[config.mk]
export PLATFORM = sky130hd
export DESIGN_NAME = double_ended_queue
export DESIGN_NICKNAME = d
export VERILOG_FILES = /design/src/rtl/deq_pkg.sv /design/src/rtl/deq_ram.sv /design/src/rtl/deq_ctrl.sv /design/src/rtl/deq_dpath.sv /design/src/rtl/double_ended_queue.sv
export SDC_FILE = /design/constraint.sdc
export NUM_CORES = 1
export LEC_CHECK = 0
export BUFFER_PORTS_ARGS = -buffer_cell sky130_fd_sc_hd__buf_2
export CORE_ASPECT_RATIO = 1.4
export CORE_UTILIZATION = 62
export DETAILED_ROUTE_END_ITERATION = 7
export PLACE_DENSITY = 0.84
export REMOVE_ABC_BUFFERS = 1
export SYNTH_ARGS = -nofsm -noshare
export SYNTH_HDL_FRONTEND = slang
export SYNTH_SLANG_ARGS = --single-unit
[constraint.sdc]
create_clock -name clock -period 6.81 [get_ports clock]
set_input_delay 1.362 -clock clock [delete_from_list [all_inputs] [get_ports clock]]
set_output_delay 1.362 -clock clock [all_outputs]
set_load 0.01 [all_outputs]
[src/rtl/deq_pkg.sv]
package deq_pkg;

   // request codes; codes 5 to 7 behave as a query
   localparam logic [2:0] REQ_PUSH_FRONT = 3'd0;
   localparam logic [2:0] REQ_PUSH_BACK  = 3'd1;
   localparam logic [2:0] REQ_POP_FRONT  = 3'd2;
   localparam logic [2:0] REQ_POP_BACK   = 3'd3;
   localparam logic [2:0] REQ_QUERY      = 3'd4;

   localparam logic [1:0] STATUS_DONE       = 2'd0;
   localparam logic [1:0] STATUS_POP_EMPTY  = 2'd1;
   localparam logic [1:0] STATUS_PUSH_FULL  = 2'd2;

   localparam int VALUE_W = 32;
   localparam int COUNT_OUT_W = 5;

   localparam logic [VALUE_W-1:0] EMPTY_READ = '1;

   typedef struct packed {
      logic update;   // apply the accepted request to pointers and slots
      logic load;     // capture the result into the output register
   } deq_cmd_type;

endpackage

[src/rtl/deq_ram.sv]
module deq_ram #(
   parameter int WIDTH = 32,
   parameter int DEPTH = 16
) (
   input  logic                     clock,
   input  logic                     wr_en,
   input  logic [$clog2(DEPTH)-1:0] wr_addr,
   input  logic [WIDTH-1:0]         wr_data,
   input  logic [$clog2(DEPTH)-1:0] rd_addr_a,
   input  logic [$clog2(DEPTH)-1:0] rd_addr_b,
   output logic [WIDTH-1:0]         rd_data_a,
   output logic [WIDTH-1:0]         rd_data_b
);

   logic [WIDTH-1:0] mem_ff [DEPTH];
   logic [WIDTH-1:0] rd_data_a_ff;
   logic [WIDTH-1:0] rd_data_b_ff;

   always_ff @(posedge clock) begin
      if (wr_en) begin
         mem_ff[wr_addr] <= wr_data;
      end
      rd_data_a_ff <= mem_ff[rd_addr_a];
      rd_data_b_ff <= mem_ff[rd_addr_b];
   end

   assign rd_data_a = rd_data_a_ff;
   assign rd_data_b = rd_data_b_ff;

endmodule

[src/rtl/deq_ctrl.sv]
module deq_ctrl (
   input  logic                 clock,
   input  logic                 reset,
   input  logic                 req_valid,
   output logic                 req_stall,
   output logic                 rsp_valid,
   input  logic                 rsp_stall,
   output deq_pkg::deq_cmd_type cmd
);
   import deq_pkg::*;

   localparam logic [1:0] ST_IDLE = 2'd0;
   localparam logic [1:0] ST_READ = 2'd1;
   localparam logic [1:0] ST_LOAD = 2'd2;

   logic [1:0] state_ff;
   logic [1:0] state_in;
   logic       rsp_valid_ff;
   logic       rsp_valid_in;
   logic       accept;
   logic       out_free;
   logic       load;

   assign req_stall = (state_ff != ST_IDLE);
   assign accept    = req_valid && (state_ff == ST_IDLE);
   // output register is free when empty or its transfer completes now
   assign out_free  = !rsp_valid_ff || !rsp_stall;
   assign load      = (state_ff == ST_LOAD) && out_free;

   always_comb begin
      state_in = state_ff;
      case (state_ff)
         ST_IDLE: begin
            if (accept) begin
               state_in = ST_READ;
            end
         end
         ST_READ: begin
            state_in = ST_LOAD;
         end
         ST_LOAD: begin
            if (load) begin
               state_in = ST_IDLE;
            end
         end
         default: begin
            state_in = ST_IDLE;
         end
      endcase
   end

   always_comb begin
      rsp_valid_in = rsp_valid_ff && rsp_stall;
      if (load) begin
         rsp_valid_in = 1'b1;
      end
   end

   always_ff @(posedge clock) begin
      if (reset) begin
         state_ff     <= ST_IDLE;
         rsp_valid_ff <= 1'b0;
      end else begin
         state_ff     <= state_in;
         rsp_valid_ff <= rsp_valid_in;
      end
   end

   assign rsp_valid = rsp_valid_ff;
   assign cmd       = deq_cmd_type'{update: accept, load: load};

endmodule

[src/rtl/deq_dpath.sv]
module deq_dpath #(
   parameter int DEPTH = 16
) (
   input  logic                                   clock,
   input  logic                                   reset,
   input  deq_pkg::deq_cmd_type                   cmd,
   input  logic [2:0]                             req_type,
   input  logic signed [deq_pkg::VALUE_W-1:0]     req_push_value,
   output logic signed [deq_pkg::VALUE_W-1:0]     rsp_front_value,
   output logic signed [deq_pkg::VALUE_W-1:0]     rsp_back_value,
   output logic [deq_pkg::COUNT_OUT_W-1:0]        rsp_entry_count,
   output logic                                   rsp_is_empty,
   output logic [1:0]                             rsp_status
);
   import deq_pkg::*;

   localparam int IDX_W = $clog2(DEPTH);
   localparam int CNT_W = $clog2(DEPTH + 1);
   localparam int SUM_W = CNT_W + 1;

   // ring position of pos + off, pos below DEPTH and off at most DEPTH
   function automatic logic [IDX_W-1:0] ring_add(input logic [IDX_W-1:0] pos,
                                                 input logic [CNT_W-1:0] off);
      logic [SUM_W-1:0] sum;
      begin
         sum = SUM_W'(pos) + SUM_W'(off);
         if (sum >= SUM_W'(DEPTH)) begin
            sum = sum - SUM_W'(DEPTH);
         end
         ring_add = sum[IDX_W-1:0];
      end
   endfunction

   logic [IDX_W-1:0]   head_ff;
   logic [IDX_W-1:0]   head_in;
   logic [CNT_W-1:0]   count_ff;
   logic [CNT_W-1:0]   count_in;
   logic [1:0]         status_ff;
   logic [1:0]         status_in;

   logic               is_full;
   logic               is_none;
   logic               wr_en;
   logic [IDX_W-1:0]   wr_addr;
   logic [IDX_W-1:0]   head_prev;
   logic [IDX_W-1:0]   back_addr;
   logic [VALUE_W-1:0] front_data;
   logic [VALUE_W-1:0] back_data;

   logic signed [VALUE_W-1:0]  front_ff;
   logic signed [VALUE_W-1:0]  back_ff;
   logic [COUNT_OUT_W-1:0]     entry_count_ff;
   logic                       empty_ff;
   logic [1:0]                 rsp_status_ff;

   assign is_full   = (count_ff == CNT_W'(DEPTH));
   assign is_none   = (count_ff == '0);
   assign head_prev = (head_ff == '0) ? IDX_W'(DEPTH - 1) : head_ff - 1'b1;

   always_comb begin
      head_in   = head_ff;
      count_in  = count_ff;
      status_in = STATUS_DONE;
      wr_en     = 1'b0;
      wr_addr   = ring_add(head_ff, count_ff);
      case (req_type)
         REQ_PUSH_FRONT: begin
            if (is_full) begin
               status_in = STATUS_PUSH_FULL;
            end else begin
               head_in  = head_prev;
               count_in = count_ff + 1'b1;
               wr_en    = 1'b1;
               wr_addr  = head_prev;
            end
         end
         REQ_PUSH_BACK: begin
            if (is_full) begin
               status_in = STATUS_PUSH_FULL;
            end else begin
               count_in = count_ff + 1'b1;
               wr_en    = 1'b1;
            end
         end
         REQ_POP_FRONT: begin
            if (is_none) begin
               status_in = STATUS_POP_EMPTY;
            end else begin
               head_in  = ring_add(head_ff, CNT_W'(1));
               count_in = count_ff - 1'b1;
            end
         end
         REQ_POP_BACK: begin
            if (is_none) begin
               status_in = STATUS_POP_EMPTY;
            end else begin
               count_in = count_ff - 1'b1;
            end
         end
         default: begin
            status_in = STATUS_DONE;
         end
      endcase
   end

   always_ff @(posedge clock) begin
      if (reset) begin
         head_ff  <= '0;
         count_ff <= '0;
      end else if (cmd.update) begin
         head_ff  <= head_in;
         count_ff <= count_in;
      end
   end

   always_ff @(posedge clock) begin
      if (cmd.update) begin
         status_ff <= status_in;
      end
   end

   // back slot address; don't care when empty
   assign back_addr = is_none ? head_ff : ring_add(head_ff, count_ff - 1'b1);

   deq_ram #(
      .WIDTH (VALUE_W),
      .DEPTH (DEPTH)
   ) u_slots (
      .clock     (clock),
      .wr_en     (cmd.update && wr_en),
      .wr_addr   (wr_addr),
      .wr_data   (req_push_value),
      .rd_addr_a (head_ff),
      .rd_addr_b (back_addr),
      .rd_data_a (front_data),
      .rd_data_b (back_data)
   );

   always_ff @(posedge clock) begin
      if (cmd.load) begin
         front_ff       <= is_none ? EMPTY_READ : front_data;
         back_ff        <= is_none ? EMPTY_READ : back_data;
         entry_count_ff <= COUNT_OUT_W'(count_ff);
         empty_ff       <= is_none;
         rsp_status_ff  <= status_ff;
      end
   end

   assign rsp_front_value = front_ff;
   assign rsp_back_value  = back_ff;
   assign rsp_entry_count = entry_count_ff;
   assign rsp_is_empty    = empty_ff;
   assign rsp_status      = rsp_status_ff;

endmodule

[src/rtl/double_ended_queue.sv]
// channel   direction  handshake             payload
// req       in         req_valid/req_stall   req_type, req_push_value
// rsp       out        rsp_valid/rsp_stall   rsp_front_value, rsp_back_value,
//                                            rsp_entry_count, rsp_is_empty, rsp_status
//
// One request at a time: the transfer edge updates the ring pointers and writes
// the slot, the next edge reads front and back from the slot RAM (registered read
// port), and a later edge loads the result register once it is free.
// A new request is taken while the previous result still waits in that register.
// A held rsp_stall delays the load and so holds off further requests.
// Synchronous reset empties the queue; slot contents are left as they are.
module double_ended_queue #(
   parameter int DEPTH = 16
) (
   input  logic                                clock,
   input  logic                                reset,
   input  logic                                req_valid,
   output logic                                req_stall,
   input  logic [2:0]                          req_type,
   input  logic signed [deq_pkg::VALUE_W-1:0]  req_push_value,
   output logic                                rsp_valid,
   input  logic                                rsp_stall,
   output logic signed [deq_pkg::VALUE_W-1:0]  rsp_front_value,
   output logic signed [deq_pkg::VALUE_W-1:0]  rsp_back_value,
   output logic [deq_pkg::COUNT_OUT_W-1:0]     rsp_entry_count,
   output logic                                rsp_is_empty,
   output logic [1:0]                          rsp_status
);
   import deq_pkg::*;

   deq_cmd_type cmd;

   deq_ctrl u_ctrl (
      .clock     (clock),
      .reset     (reset),
      .req_valid (req_valid),
      .req_stall (req_stall),
      .rsp_valid (rsp_valid),
      .rsp_stall (rsp_stall),
      .cmd       (cmd)
   );

   deq_dpath #(
      .DEPTH (DEPTH)
   ) u_dpath (
      .clock           (clock),
      .reset           (reset),
      .cmd             (cmd),
      .req_type        (req_type),
      .req_push_value  (req_push_value),
      .rsp_front_value (rsp_front_value),
      .rsp_back_value  (rsp_back_value),
      .rsp_entry_count (rsp_entry_count),
      .rsp_is_empty    (rsp_is_empty),
      .rsp_status      (rsp_status)
   );

endmodule

# Yosys cells after proc, flatten, opt, wreduce, memory -nomap -nowiden
# Memory sizes are Yosys's and may differ from the RTL's. A register that Yosys moved wholly into a read port is not among the register bits.
# Index checks and enable logic that the tools add are counted.
# word_totals
regBits	86
ram_bits	512
input_bits	39
output_inout_bits	74
elab_cells	78
memories	1
# classes
addsub	9
order_cmp	3
eq_ne	12
n_mux	24
reduce_logical	19
# mem_list
name	words	word_bits	read_ports	rd_ports_with_merged_regs	write_ports	line	source
u_dpath.u_slots.mem_ff	16	32	2	2	1	deq_ram.sv:15	logic [WIDTH-1:0] mem_ff [DEPTH];
# op_table
op	count
$mux 4	9
$sub 4x1->4 const B	4
$add 4x5->6	2
$ge 6x5->1 const B	2
$mux 5	2
$pmux 5 s2	1
$ne 2x2->1 const B	4
$pmux 4 s2	1
$reduce_and 4->1	2
$eq 3x2->1 const B	2
$mux 1	6
$mux 2	3
$pmux 2 s3	1
$reduce_bool 2->1	3
$add 4x1->5 const B	1
$add 5x1->5 const B	1
$eq 5x5->1 const B	1
$ge 5x5->1 const B	1
$logic_not 5->1	1
$sub 5x1->5 const B	1
$logic_and 1x1->1	4
$logic_not 4->1	1
$ne 2x1->1 const B	2
$pmux 2 s2	1
other kinds (9)	11

# Depth between registers and ports, before layout
# Gate-level depths: netlist (run 1).
# depth
depth_word	6
depth_mapped	11
ltp_nobuf	9

# Hierarchy
# Synthesis (run 1) repeated with hierarchy kept, for this count alone.
# unflattened
cells_unflattened	1418
hier_area_um2	27990.6
# by_module_without_submodules
mod	n_inst	cells_each	area_per_inst_um2	seq_area_each_um2
deq_ram	1	1141	24188.2	16656.0
deq_dpath	1	262	3659.8	2402.3
deq_ctrl	1	15	142.6	60.1

# Least setup slack after synthesis (run 1)
# Ideal clock, no wire load.
# synth_path
path_type	input to register
start	input port rsp_stall
end	register u_dpath.back_ff[0] (netlist: u_dpath.rsp_back_value[0]) (enable)
setup_ns	0.526
arrival_time_ns	4.781
required_ns	6.284
setup_slack_ns	1.503
stages	1
n_path_buf	0
path_cell_list	a21oi_1
# synth_via
elab_chain_cells	3
# synth_lines
item	line	source
from (decl)	double_ended_queue.sv:22	input logic rsp_stall,
$logic_not 1->1	deq_ctrl.sv:27	assign out_free = !rsp_valid_ff || !rsp_stall;
$logic_or 1x1->1	deq_ctrl.sv:27	
$logic_and 1x1->1	deq_ctrl.sv:28	assign load = (state_ff == ST_LOAD) && out_free;
to (signal assigned)	deq_dpath.sv:142	back_ff <= is_none ? EMPTY_READ : back_data;
to (decl)	deq_dpath.sv:51	logic signed [VALUE_W-1:0] back_ff;
# No other way between the ends.
# A chain may end at the register's enable or synchronous reset.

# Worst setup path after layout (run 1)
# layout_path
start	register u_dpath.head_ff[1]
end	register u_dpath.u_slots.rd_data_b_ff[18] (netlist: u_dpath.u_slots.rd_data_b[18]), read port of u_dpath.u_slots.mem_ff
# layout_via
elab_chain_cells	4
elab_cells_between_ends	5
cone_classes	add/sub (2); order compare (1); mux (2)
# layout_lines
item	line	source
from (decl)	deq_dpath.sv:34	logic [IDX_W-1:0] head_ff;
from (signal assigned)	deq_dpath.sv:111	head_ff <= head_in;
$add 4x5->6	deq_dpath.sv:26	sum = SUM_W'(pos) + SUM_W'(off);
$ge 6x5->1 or $sub 4x1->4 (tied branches)	deq_dpath.sv:27, deq_dpath.sv:28	
$mux 4	deq_dpath.sv:27	if (sum >= SUM_W'(DEPTH)) begin
$mux 4 (*)	deq_dpath.sv:123	assign back_addr = is_none ? head_ff : ring_add(head_ff, count_ff - 1'b1);
to (decl)	deq_ram.sv:17	logic [WIDTH-1:0] rd_data_b_ff;
# Every way passes the cells marked *; elsewhere a longest branch is shown, timed or not.

==> impl_results.md, run 1 <==
* Worst r2r path cells at 8
* CTS buffer count at between 50 and 60
* Design Power at 9.02 mW
* Share of post-route cells with drive strength above 1 at roughly a third
* Num rows at 93
* Period utilization at about two thirds
* CTS Hold Bufs at 0
* Post-synthesis register bit count at 662
* Clock sinks at ~660
* Area of the die at around 48000 um2
* Routability congestion estimate at 0.807
* Setup crit end kind: flop
* WL final at ~76 mm
* Clock Latency Late Sink at 0.61 ns
* Final setup violating endpoints at 0
* Hold-critical path depth at 0
* Max stage delay on crit path at approximately 1.1 ns
* PD cells at between 200 and 300 nW/um2
* Layout net count at between 1.5k and 2k
* Setup ws final at approximately 2.2 ns
* Hold Vio Cnt, Final at 0
* Root buf cell: clkbuf_16
* Hold Slack at roughly 0.42 ns
* Cts repair resizes at 0
* F_max at 0.218 GHz
* R2R Setup Slk at ~2.2 ns
* Worst-path cell chain: buf_4 > ha_1 > nand3_1 > a211oi_1 > nor3_2 > buf_4 > o31ai_1 > nand4_1
* Post-Route Setup TNS at 0 ns
* YS warnings at 0
* Critical-path top delay cell: nor3_2
* Crit. path cell count at 8
* Hpwl dp at about 41 mm
* WP buf/inv at 2
* Hold EP: u_dpath.rsp_status[0]
* First-pass GRT wire length at between 100 and 150 mm
* CP Class: flop to flop
* Synthesized cell area at 29100 um2
* Initial antenna violation count at 6
* Finished Cell Area at between 30000 and 40000 um2
* Die H at approximately 260 um
* Antenna viol nets, final at 0
* Rel. slew slack at 5.85%
* Comb pwr share at between 10% and 20%
* Pint at 6.84 mW
* Synth cell types at 50
* Largest net degree at the start of global routing at 90
* P_sw at about 2.2 mW
* Synth Flop Type: edfxtp_1
* Number of synthesized flops with an enable pin at approximately 590
* Slew @ Worst Pin at 1.40 ns
* Sw Ratio at 24.2%
* Clk buf depth at 3
* Maximum vdd drop at around 0.24 mV
* Post-synthesis sequential area ratio at roughly two thirds
* Top cell by count, worst path: buf_4
* Max-cap violations at 0
* Vias per cell at between 7 and 8
* RSZ-0062 raised after global routing: false
* Worst hold path type: flop to flop
* IO Port Bufs at 112
* Placed Cells incl. Taps at 2104
* Arrival @ worst endpoint at 5.13 ns
* Sequential Power Share at approximately half
* Final non-filler cell total at approximately 2.2k
* DRC at 0
* Total grt overflow at 0
* Initial DRC count at ~2.4k
* Vias in the first global route at 17.2k
* Req. time, crit path at about 7.4 ns
* Crit Path Max Fanout at 52
* WL per Instance at 34.3 um
* Area Growth Syn to Fin at 10.6%
* Static Leak at just over 10 nW
* Run status: finished, final reports clean
* Final Util at just under 70%
* Width of the die at between 150 and 200 um
* R2R Path End: u_dpath.u_slots.rd_data_b[18]
* Core ar. at about 46000 um2
* Reg-to-Reg Start: u_dpath.head_ff[1]
* Drt pass-1 iters at 8
* Synthesized area per cell at between 20 and 25 um2
* Gate Count Post-Synth at approximately 1.4k
* I/O Pins at between 100 and 150
* Clk slew on worst S/H paths at roughly 0.07 ns
* Via count at between 15k and 20k
* Clock skew at about 0.022 ns
* Post-CTS setup buffers at 0
* Post-Place Worst Slack at roughly 2.3 ns
* Hold path start: u_dpath.status_ff[0]
* Initial core utilization at 62.9%
* Fraction of registers with async set/reset at 0%
* Post-Place Cell Area at just over 30000 um2
* H-tree depth at 2
* Tmin final at between 4 and 5 ns
* GRT Total Usage at 32.8%
* Final slew viol count at 0
* Clk pwr share at a little over a third
* CP top delay family: simple AND/OR/NAND/NOR gates
* TritonCTS clock tree: built
* Worst setup SP type: flop
==> power by group through the flow <==
stage	Sequential [mW]	Combinational (mW)	Clock, mW
floorplan	4.72	0.823	0
global placement	4.72	1.13	0
detailed placement	4.72	1.16	0
CTS	4.64	1.18	3.20
global route	4.65	1.25	3.34
finish	4.64	1.19	3.19
==> flip-flops by register name, summed over array words and instances (netlist names) <==
signal	flops
u_dpath.u_slots.mem_ff	512
u_dpath.rsp_back_value	32
u_dpath.rsp_front_value	32
u_dpath.u_slots.rd_data_a	32
u_dpath.u_slots.rd_data_b	32
u_dpath.count_ff	5
u_dpath.rsp_entry_count	5
u_dpath.head_ff	4
u_ctrl.state_ff	2
u_dpath.rsp_status	2
u_dpath.status_ff	2
u_ctrl.rsp_valid	1
u_dpath.rsp_is_empty	1
==> layer usage <==
metal  vias up  wire length, um  global-route usage, %
met1      8526            24900                   41.9
met2      1544            37400                   51.9
met4         6             4690                   19.0
li1       6452                -                      -
met3       335             8960                   7.67
met5         -               37                      0
==> layout by cell type, fill, tap and decap left out, drive strengths merged, types with 3 or more instances in the layout <==
master	synthesis	routed
nand2b	67	67
mux4	288	288
mux2i	5	5
dfxtp	76	76
o21ai	3	3
nor3	16	16
clkbuf	85	73
nand2	9	9
o211ai	3	3
mux2	4	4
xnor2	9	9
a21oi	16	16
buf	34	160
ha	11	11
nor2	21	21
clkinv	0	27
bufinv	0	3
xor2	4	4
clkinvlp	0	3
nand4	35	35
o31ai	130	130
inv	9	11
nand3	4	4
diode	0	5
edfxtp	586	586
==> cells in the mapped netlist, types with 3 or more instances <==
cell	count	area, um2
a21oi_1	16	80.1
buf_1	16	60.1
buf_12	10	200
buf_6	6	67.6
clkbuf_1	85	319
dfxtp_1	76	1520
edfxtp_1	586	17600
ha_1	11	138
inv_1	9	33.8
mux2_2	3	33.8
mux2i_1	5	50.1
mux4_1	55	1450
mux4_2	233	5250
nand2_1	9	33.8
nand2b_1	67	419
nand3_1	4	20.0
nand4_1	35	219
nor2_1	21	78.8
nor3_1	16	80.1
o211ai_1	3	22.5
o21ai_0	3	15.0
o31ai_1	130	976
xnor2_1	9	78.8
xor2_1	4	35.0
==> kinds of logic after synthesis <==
group	after synthesis	share of synthesized area, %
xor gates and xnor gates	13	0.392
buffers and inverters	128	2.38
muxes	297	23.4
AOI/OAI and AO/OA	165	4.14
DFF	662	65.8
adders and majority gates	13	0.611
and+or+nand+nor	168	3.36
==> worst max path at each step <==
stage / from / slack (ns) / to
after global placement: req_type[2] / 2.41 / u_dpath.u_slots.mem_ff[11][0]
after global routing: u_dpath.head_ff[1] / 2.23 / u_dpath.u_slots.rd_data_b[18]
after detailed placement: req_type[2] / 2.27 / u_dpath.u_slots.mem_ff[11][0]
after CTS: u_dpath.head_ff[1] / 2.47 / u_dpath.u_slots.rd_data_b[18]
after floorplan: u_dpath.head_ff[0] / -2.71 / u_dpath.u_slots.mem_ff[3][0]
final: u_dpath.head_ff[1] / 2.22 / u_dpath.u_slots.rd_data_b[18]
==> final cells by class <==
| cell class | instances | area [um2] |
|---|---|---|
| tap | 617 | 772 |
| clock buffer | 73 | 1550 |
| antenna | 5 | 12.5 |
| inverter | 9 | 33.8 |
| timing repair buffer | 160 | 933 |
| clock inverter | 35 | 254 |
| multi-input combinational | 656 | 9470 |
| sequential | 662 | 19100 |
| fill | 2649 | 14000 |
No activity file was read; power rests on OpenSTA's default activity.
==> inputs of run 2 (changes only) <==
==> constraint.sdc (replaced) <==
create_clock -name clock -period 4.3 [get_ports clock]
set_input_delay 0.86 -clock clock [delete_from_list [all_inputs] [get_ports clock]]
set_output_delay 0.86 -clock clock [all_outputs]
set_load 0.01 [all_outputs]
==> run 2 against run 1 <==
Against the previous run: sequential power increased by 58%; non-clock buffer count increased by 12; sequential cell count unchanged; clock-buffer cell count unchanged; fmax increased by 22%; final cell count increased by 0.32%; via count increased by 0.40%; core utilization increased by 0.81 points; clock power increased by 63%; hold slack improved by 0.0051 ns.
==> impl_results.md, run 2 (synthesis results as in run 1) <==
* Top cell by count, worst path: ha_1
* Design Power at between 10 and 15 mW
* Maximum vdd drop at 0.335 mV
* Slew @ Worst Pin at 1.16 ns
* Area of the die at about 48000 um2
* Multi-input gate area at about 9500 um2
* CTS buffer count at 57
* Reg area at around 19000 um2
* Clk slew on worst S/H paths at roughly 0.060 ns
* Clk buf depth at 3
* Setup crit end kind: flop
* Share of post-route cells with drive strength above 1 at between 30% and 40%
* Arrival @ worst endpoint at roughly 4.3 ns
* Hold Vio Cnt, Final at 0
* Hold-critical path depth at 0
* Vias per cell at around 7.6
* Routability congestion estimate at between 0.8 and 0.9
* Period utilization at approximately 87%
* Run status: finished, final reports clean
* Reg-to-Reg Start: u_dpath.count_ff[0]
* Drt pass-1 iters at 6
* Vias in the first global route at ~17k
* Max reg flops at 512
* R2R Path End: u_dpath.u_slots.rd_data_b[25]
* Initial antenna violation count at 4
* Worst setup SP type: flop
* Initial core utilization at 62.9%
* Initial DRC count at between 2k and 3k
* Final setup violating endpoints at 0
* WL per Instance at between 30 and 40 um
* Tmin final at 3.74 ns
* Worst hold path type: flop to flop
* Crit Path Max Fanout at 24
* Die H at 258 um
* DRC at 0
* Critical-path top delay cell: nor3_2
* I/O Pins at about 110
* F_max at between 0.2 and 0.3 GHz
* Num rows at 93
* Largest net degree at the start of global routing at about 110
* Max stage delay on crit path at about 0.82 ns
* Rel. slew slack at between 20% and 30%
* Area Growth Syn to Fin at 11.9%
* Static Leak at 10.4 nW
* Biggest register: u_dpath.u_slots.mem_ff
* Total grt overflow at 0
* Req. time, crit path at between 4 and 5 ns
* Worst r2r path cells at 10
* Hold path start: u_dpath.status_ff[0]
* WL final at 75.7 mm
* Root buf cell: clkbuf_16
* Post-Route Setup TNS at 0 ns
* Layout net count at between 1.5k and 2k
* Clock Latency Late Sink at 0.61 ns
* Hold EP: u_dpath.rsp_status[0]
* Max-cap violations at 0
* Worst-path cell chain: inv_1 > ha_1 > xor2_1 > ha_1 > a21oi_1 > a211oi_1 > nor3_2 > buf_4 > o31ai_1 > nand4_1
* Commonest cells after routing, fill and taps aside: 586 x edfxtp_1, 233 x mux4_2, 130 x o31ai_1, 112 x buf_2, 72 x dfxtp_1
* Clock sinks at around 660
* CTS Hold Bufs at 0
* IO Port Bufs at approximately 110
* Fillers at 2652
* Core ar. at approximately 46000 um2
* CP Class: flop to flop
* H-tree depth at 2
* Antenna viol nets, final at 0
* RSZ-0062 raised after global routing: false
* First-pass GRT wire length at 111 mm
* Post-CTS setup buffers at 0
* GRT Total Usage at approximately a third
* Width of the die at roughly 190 um
* Cts repair resizes at 0
* PD cells at around 450 nW/um2
* Via count at around 17k
* Most common cell after layout, fill and taps aside: edfxtp_1
* Final slew viol count at 0
* Critical path startpoint: u_dpath.count_ff[0]
* Clock skew at approximately 0.012 ns
* R2R Setup Slk at roughly 0.56 ns
* TritonCTS clock tree: built
* Hpwl dp at 40.4 mm
run 2: cell type report:
cell class	instances	share of cell area, %
Timing Repair Buffer	172	3.80
Antenna cell	2	0.0154
Clock buffer	73	4.75
Clock inverter	33	1.05
Tap cell	617	2.37
Sequential cell	662	58.8
Inverter	9	0.104
Multi-Input combinational cell	656	29.1
run 2: worst max-delay path: cells and delay by family (launching register included):
family / cells / cell delay [ns]
adders and majority gates: 2 / 0.60
AOI/OAI and AO/OA: 3 / 0.73
and+or+nand+nor: 2 / 0.96
xor gates and xnor gates: 1 / 0.15
buffers and inverters: 2 / 0.74
DFF: 1 / 0.47
run 2: stage by stage:
stage	hold slack, ns	cells	util [%]	instance area (um2)	worst slack (ns)
floorplan	0.400	1327	-	28400	-5.22
global placement	0.402	2116	66.3	30600	0.739
detailed placement	0.408	2116	66.3	30600	0.704
CTS	0.423	2222	70.4	32500	0.606
global route	0.430	2223	70.4	32500	0.424
finish	0.423	2224	70.4	32500	0.555
run 2: power breakdown:
group          switching (mW)  total [mW]  leakage, nW  internal, mW
clock                    2.28        5.19        0.916          2.91
sequential              0.103        7.34         5.88          7.23
combinational            1.04        1.96         3.60         0.916
run 2: layer usage:
layer	track usage (%)	routed length, um
met1	42.7	24800
met2	50.9	36300
met3	8.18	9920
met4	18.8	4670
met5	0	36
run 2: worst max path at each step:
stage / slack, ns / to / cells past startpoint
3_5_place_dp: 0.70 / u_dpath.u_slots.rd_data_b[18] / 6
2_1_floorplan: -5.22 / u_dpath.u_slots.mem_ff[3][0] / 7
6_report: 0.56 / u_dpath.u_slots.rd_data_b[25] / 10
5_1_grt: 0.42 / u_dpath.u_slots.rd_data_b[25] / 10
4_1_cts: 0.61 / u_dpath.u_slots.rd_data_b[25] / 10
3_3_place_gp: 0.74 / u_dpath.u_slots.rd_data_b[23] / 6
==> inputs of run 3 (changes only) <==
--- a/config.mk
+++ b/config.mk
@@ -9,6 +9,8 @@
 export CORE_ASPECT_RATIO = 1.4
 export CORE_UTILIZATION = 62
 export DETAILED_ROUTE_END_ITERATION = 7
+export GPL_TIMING_DRIVEN = 0
+export MAX_ROUTING_LAYER = met4
 export PLACE_DENSITY = 0.84
 export REMOVE_ABC_BUFFERS = 1
 export SYNTH_ARGS = -nofsm -noshare
==> run 3 against run 2 <==
Against the previous run: core utilization increased by 2.7 points; hold slack improved by 0.0036 ns; fmax decreased by 12%; routed wire length increased by 13%; sequential cell count unchanged; combinational power increased by 6%; design area increased by 3.8%; clock-buffer cell count decreased by 1; critical path type unchanged; largest cell class unchanged; highest routed layer is now met4.
==> impl_results.md, run 3 (synthesis results as in run 1) <==
* Run status: finished, final reports clean
* Placed Cells incl. Taps at 2151
* CTS Hold Bufs at 0
* Routability congestion estimate at between 0.7 and 0.8
* R2R Path End: u_dpath.u_slots.mem_ff[5][20]
* Critical path startpoint: u_dpath.head_ff[1]
* Total grt overflow at 0
* Num rows at between 90 and 100
* Setup crit end kind: flop
* Hold Vio Cnt, Final at 0
* Commonest cells after routing, fill and taps aside: 586 x edfxtp_1, 233 x mux4_2, 130 x o31ai_1, 112 x buf_2, 72 x dfxtp_1
* Arrival @ worst endpoint at about 4.6 ns
* PD cells at between 400 and 500 nW/um2
* Width of the die at about 190 um
* Max reg flops at roughly 500
* WL final at 85.3 mm
* Vias in the first global route at 17.9k
* Core ar. at between 40000 and 50000 um2
* DRC at 0
* Clk slew on worst S/H paths at approximately 0.060 ns
* GRT Total Usage at between 30 and 40%
* First-pass GRT wire length at around 120 mm
* Area of the die at around 48000 um2
* RSZ-0062 raised after global routing: true
* R2R Setup Slk at roughly 0.035 ns
* Worst setup path end: u_dpath.u_slots.mem_ff[5][20]
* Req. time, crit path at 4.61 ns
* Drt pass-1 iters at 5
* Clk buf depth at 3
* CTS buffer count at a little under 60
* Area Growth Syn to Fin at 16.2%
* Max-cap violations at 0
* F_max at around 0.23 GHz
* Share of post-route cells with drive strength above 1 at between 30% and 40%
* Antenna viol nets, final at 0
* Worst hold path type: flop to flop
* WL per Instance at between 30 and 40 um
* Maximum vdd drop at roughly 0.32 mV
* Final slew viol count at 0
* Clock skew at between 0.02 and 0.03 ns
* Most common cell after layout, fill and taps aside: edfxtp_1
* Via count at 17.9k
* Post-Route Setup TNS at 0 ns
* Initial core utilization at 62.9%
* H-tree depth at 2
* IO Port Bufs at 112
* Clock Latency Late Sink at approximately 0.62 ns
* Biggest register: u_dpath.u_slots.mem_ff
* Hpwl dp at just under 50 mm
* Tmin final at 4.27 ns
* Final setup violating endpoints at 0
* Initial antenna violation count at 5
* Largest net degree at the start of global routing at between 70 and 80
* Final non-filler cell total at approximately 2.3k
* Worst r2r path cells at 11
* Die H at 258 um
* Layout net count at roughly 1.7k
* Crit Path Max Fanout at 59
* Slew @ Worst Pin at 1.24 ns
* Reg-to-Reg Start: u_dpath.head_ff[1]
* Root buf cell: clkbuf_16
* Design Power at around 15 mW
* Period utilization at 99.2%
* TritonCTS clock tree: built
* Rel. slew slack at between 10% and 20%
* Clock sinks at approximately 660
* Vias per cell at a little under 8
* I/O Pins at around 110
* Static Leak at about 11 nW
* Fillers at approximately 2.4k
* Initial DRC count at slightly above 3k
* Worst setup SP type: flop
* CP Class: flop to flop
* Hold-critical path depth at 0
-- run 3: cell count changes in the layout (fill, tap and decap cells not counted), sizes merged --
cell / delta
buf: +48
bufinv: +3
clkbuf: -1
clkinv: +1
clkinvlp: -1
diode: +6
inv: +1
mux2: +2
or4b: +1
-- run 3: where the power goes --
| group | internal, mW | switching [mW] | leakage (nW) | total (mW) |
|---|---|---|---|---|
| sequential | 7.23 | 0.111 | 5.88 | 7.34 |
| combinational | 0.957 | 1.12 | 4.07 | 2.08 |
| clock | 3.14 | 2.40 | 0.967 | 5.54 |
-- run 3: layer usage --
layer	vias up	GRT usage [%]	part of all wire [%]
met5	-	-	0
met4	0	22.7	7.3
met3	472	8.43	13
met2	1844	56.2	48
met1	8949	46.3	31
li1	6598	-	-
-- run 3: worst min-delay path by stage --
stage,start,endpoint,slack (ns)
after CTS,u_dpath.status_ff[1],u_dpath.rsp_status[1],0.43
final,u_dpath.status_ff[1],u_dpath.rsp_status[1],0.43
after floorplan,u_dpath.status_ff[0],u_dpath.rsp_status[0],0.40
after global placement,u_dpath.status_ff[1],u_dpath.rsp_status[1],0.40
after detailed placement,u_dpath.status_ff[1],u_dpath.rsp_status[1],0.42
after global routing,u_dpath.status_ff[1],u_dpath.rsp_status[1],0.44
-- run 3: area by class of cell --
class                           count  area, um2  area share [%]
Timing Repair Buffer              220       2260            6.70
Multi-Input combinational cell    659       9540            28.2
Inverter                            9       33.8           0.100
Sequential cell                   662      19100            56.6
Antenna cell                        8       20.0          0.0593
Tap cell                          617        772            2.29
Clock inverter                     37        447            1.32
Clock buffer                       72       1570            4.63
-- run 3: critical path, cell delays in order (launching register included) --
cell     delay, ns
dfxtp_4       0.56
buf_16        0.35
buf_16        0.36
inv_1         0.24
ha_1          0.29
o21ba_2       0.25
o31a_1        0.13
nand2_1       0.10
o21a_1        0.33
nor3_2        0.86
buf_6         0.28
buf_8         0.17
-- run 3: timing repair --
item / 4_1_cts / 5_1_grt
resized for setup: 0 / 4
pin swaps: 6 / 3
buffers inserted: 7 / 6
cloned: 1 / 2
setup endpoints to repair: 138 / 205
-- run 3: through the flow --
stage	setup WS (ns)	hold slack, ns	cell area (um2)	util (%)
floorplan	-5.22	0.400	28400	-
global placement	-11.07	0.403	29700	64.4
detailed placement	-0.349	0.417	31600	68.3
CTS	-0.0216	0.432	33600	72.8
global route	-0.0697	0.441	33800	73.1
finish	0.0350	0.426	33800	73.1
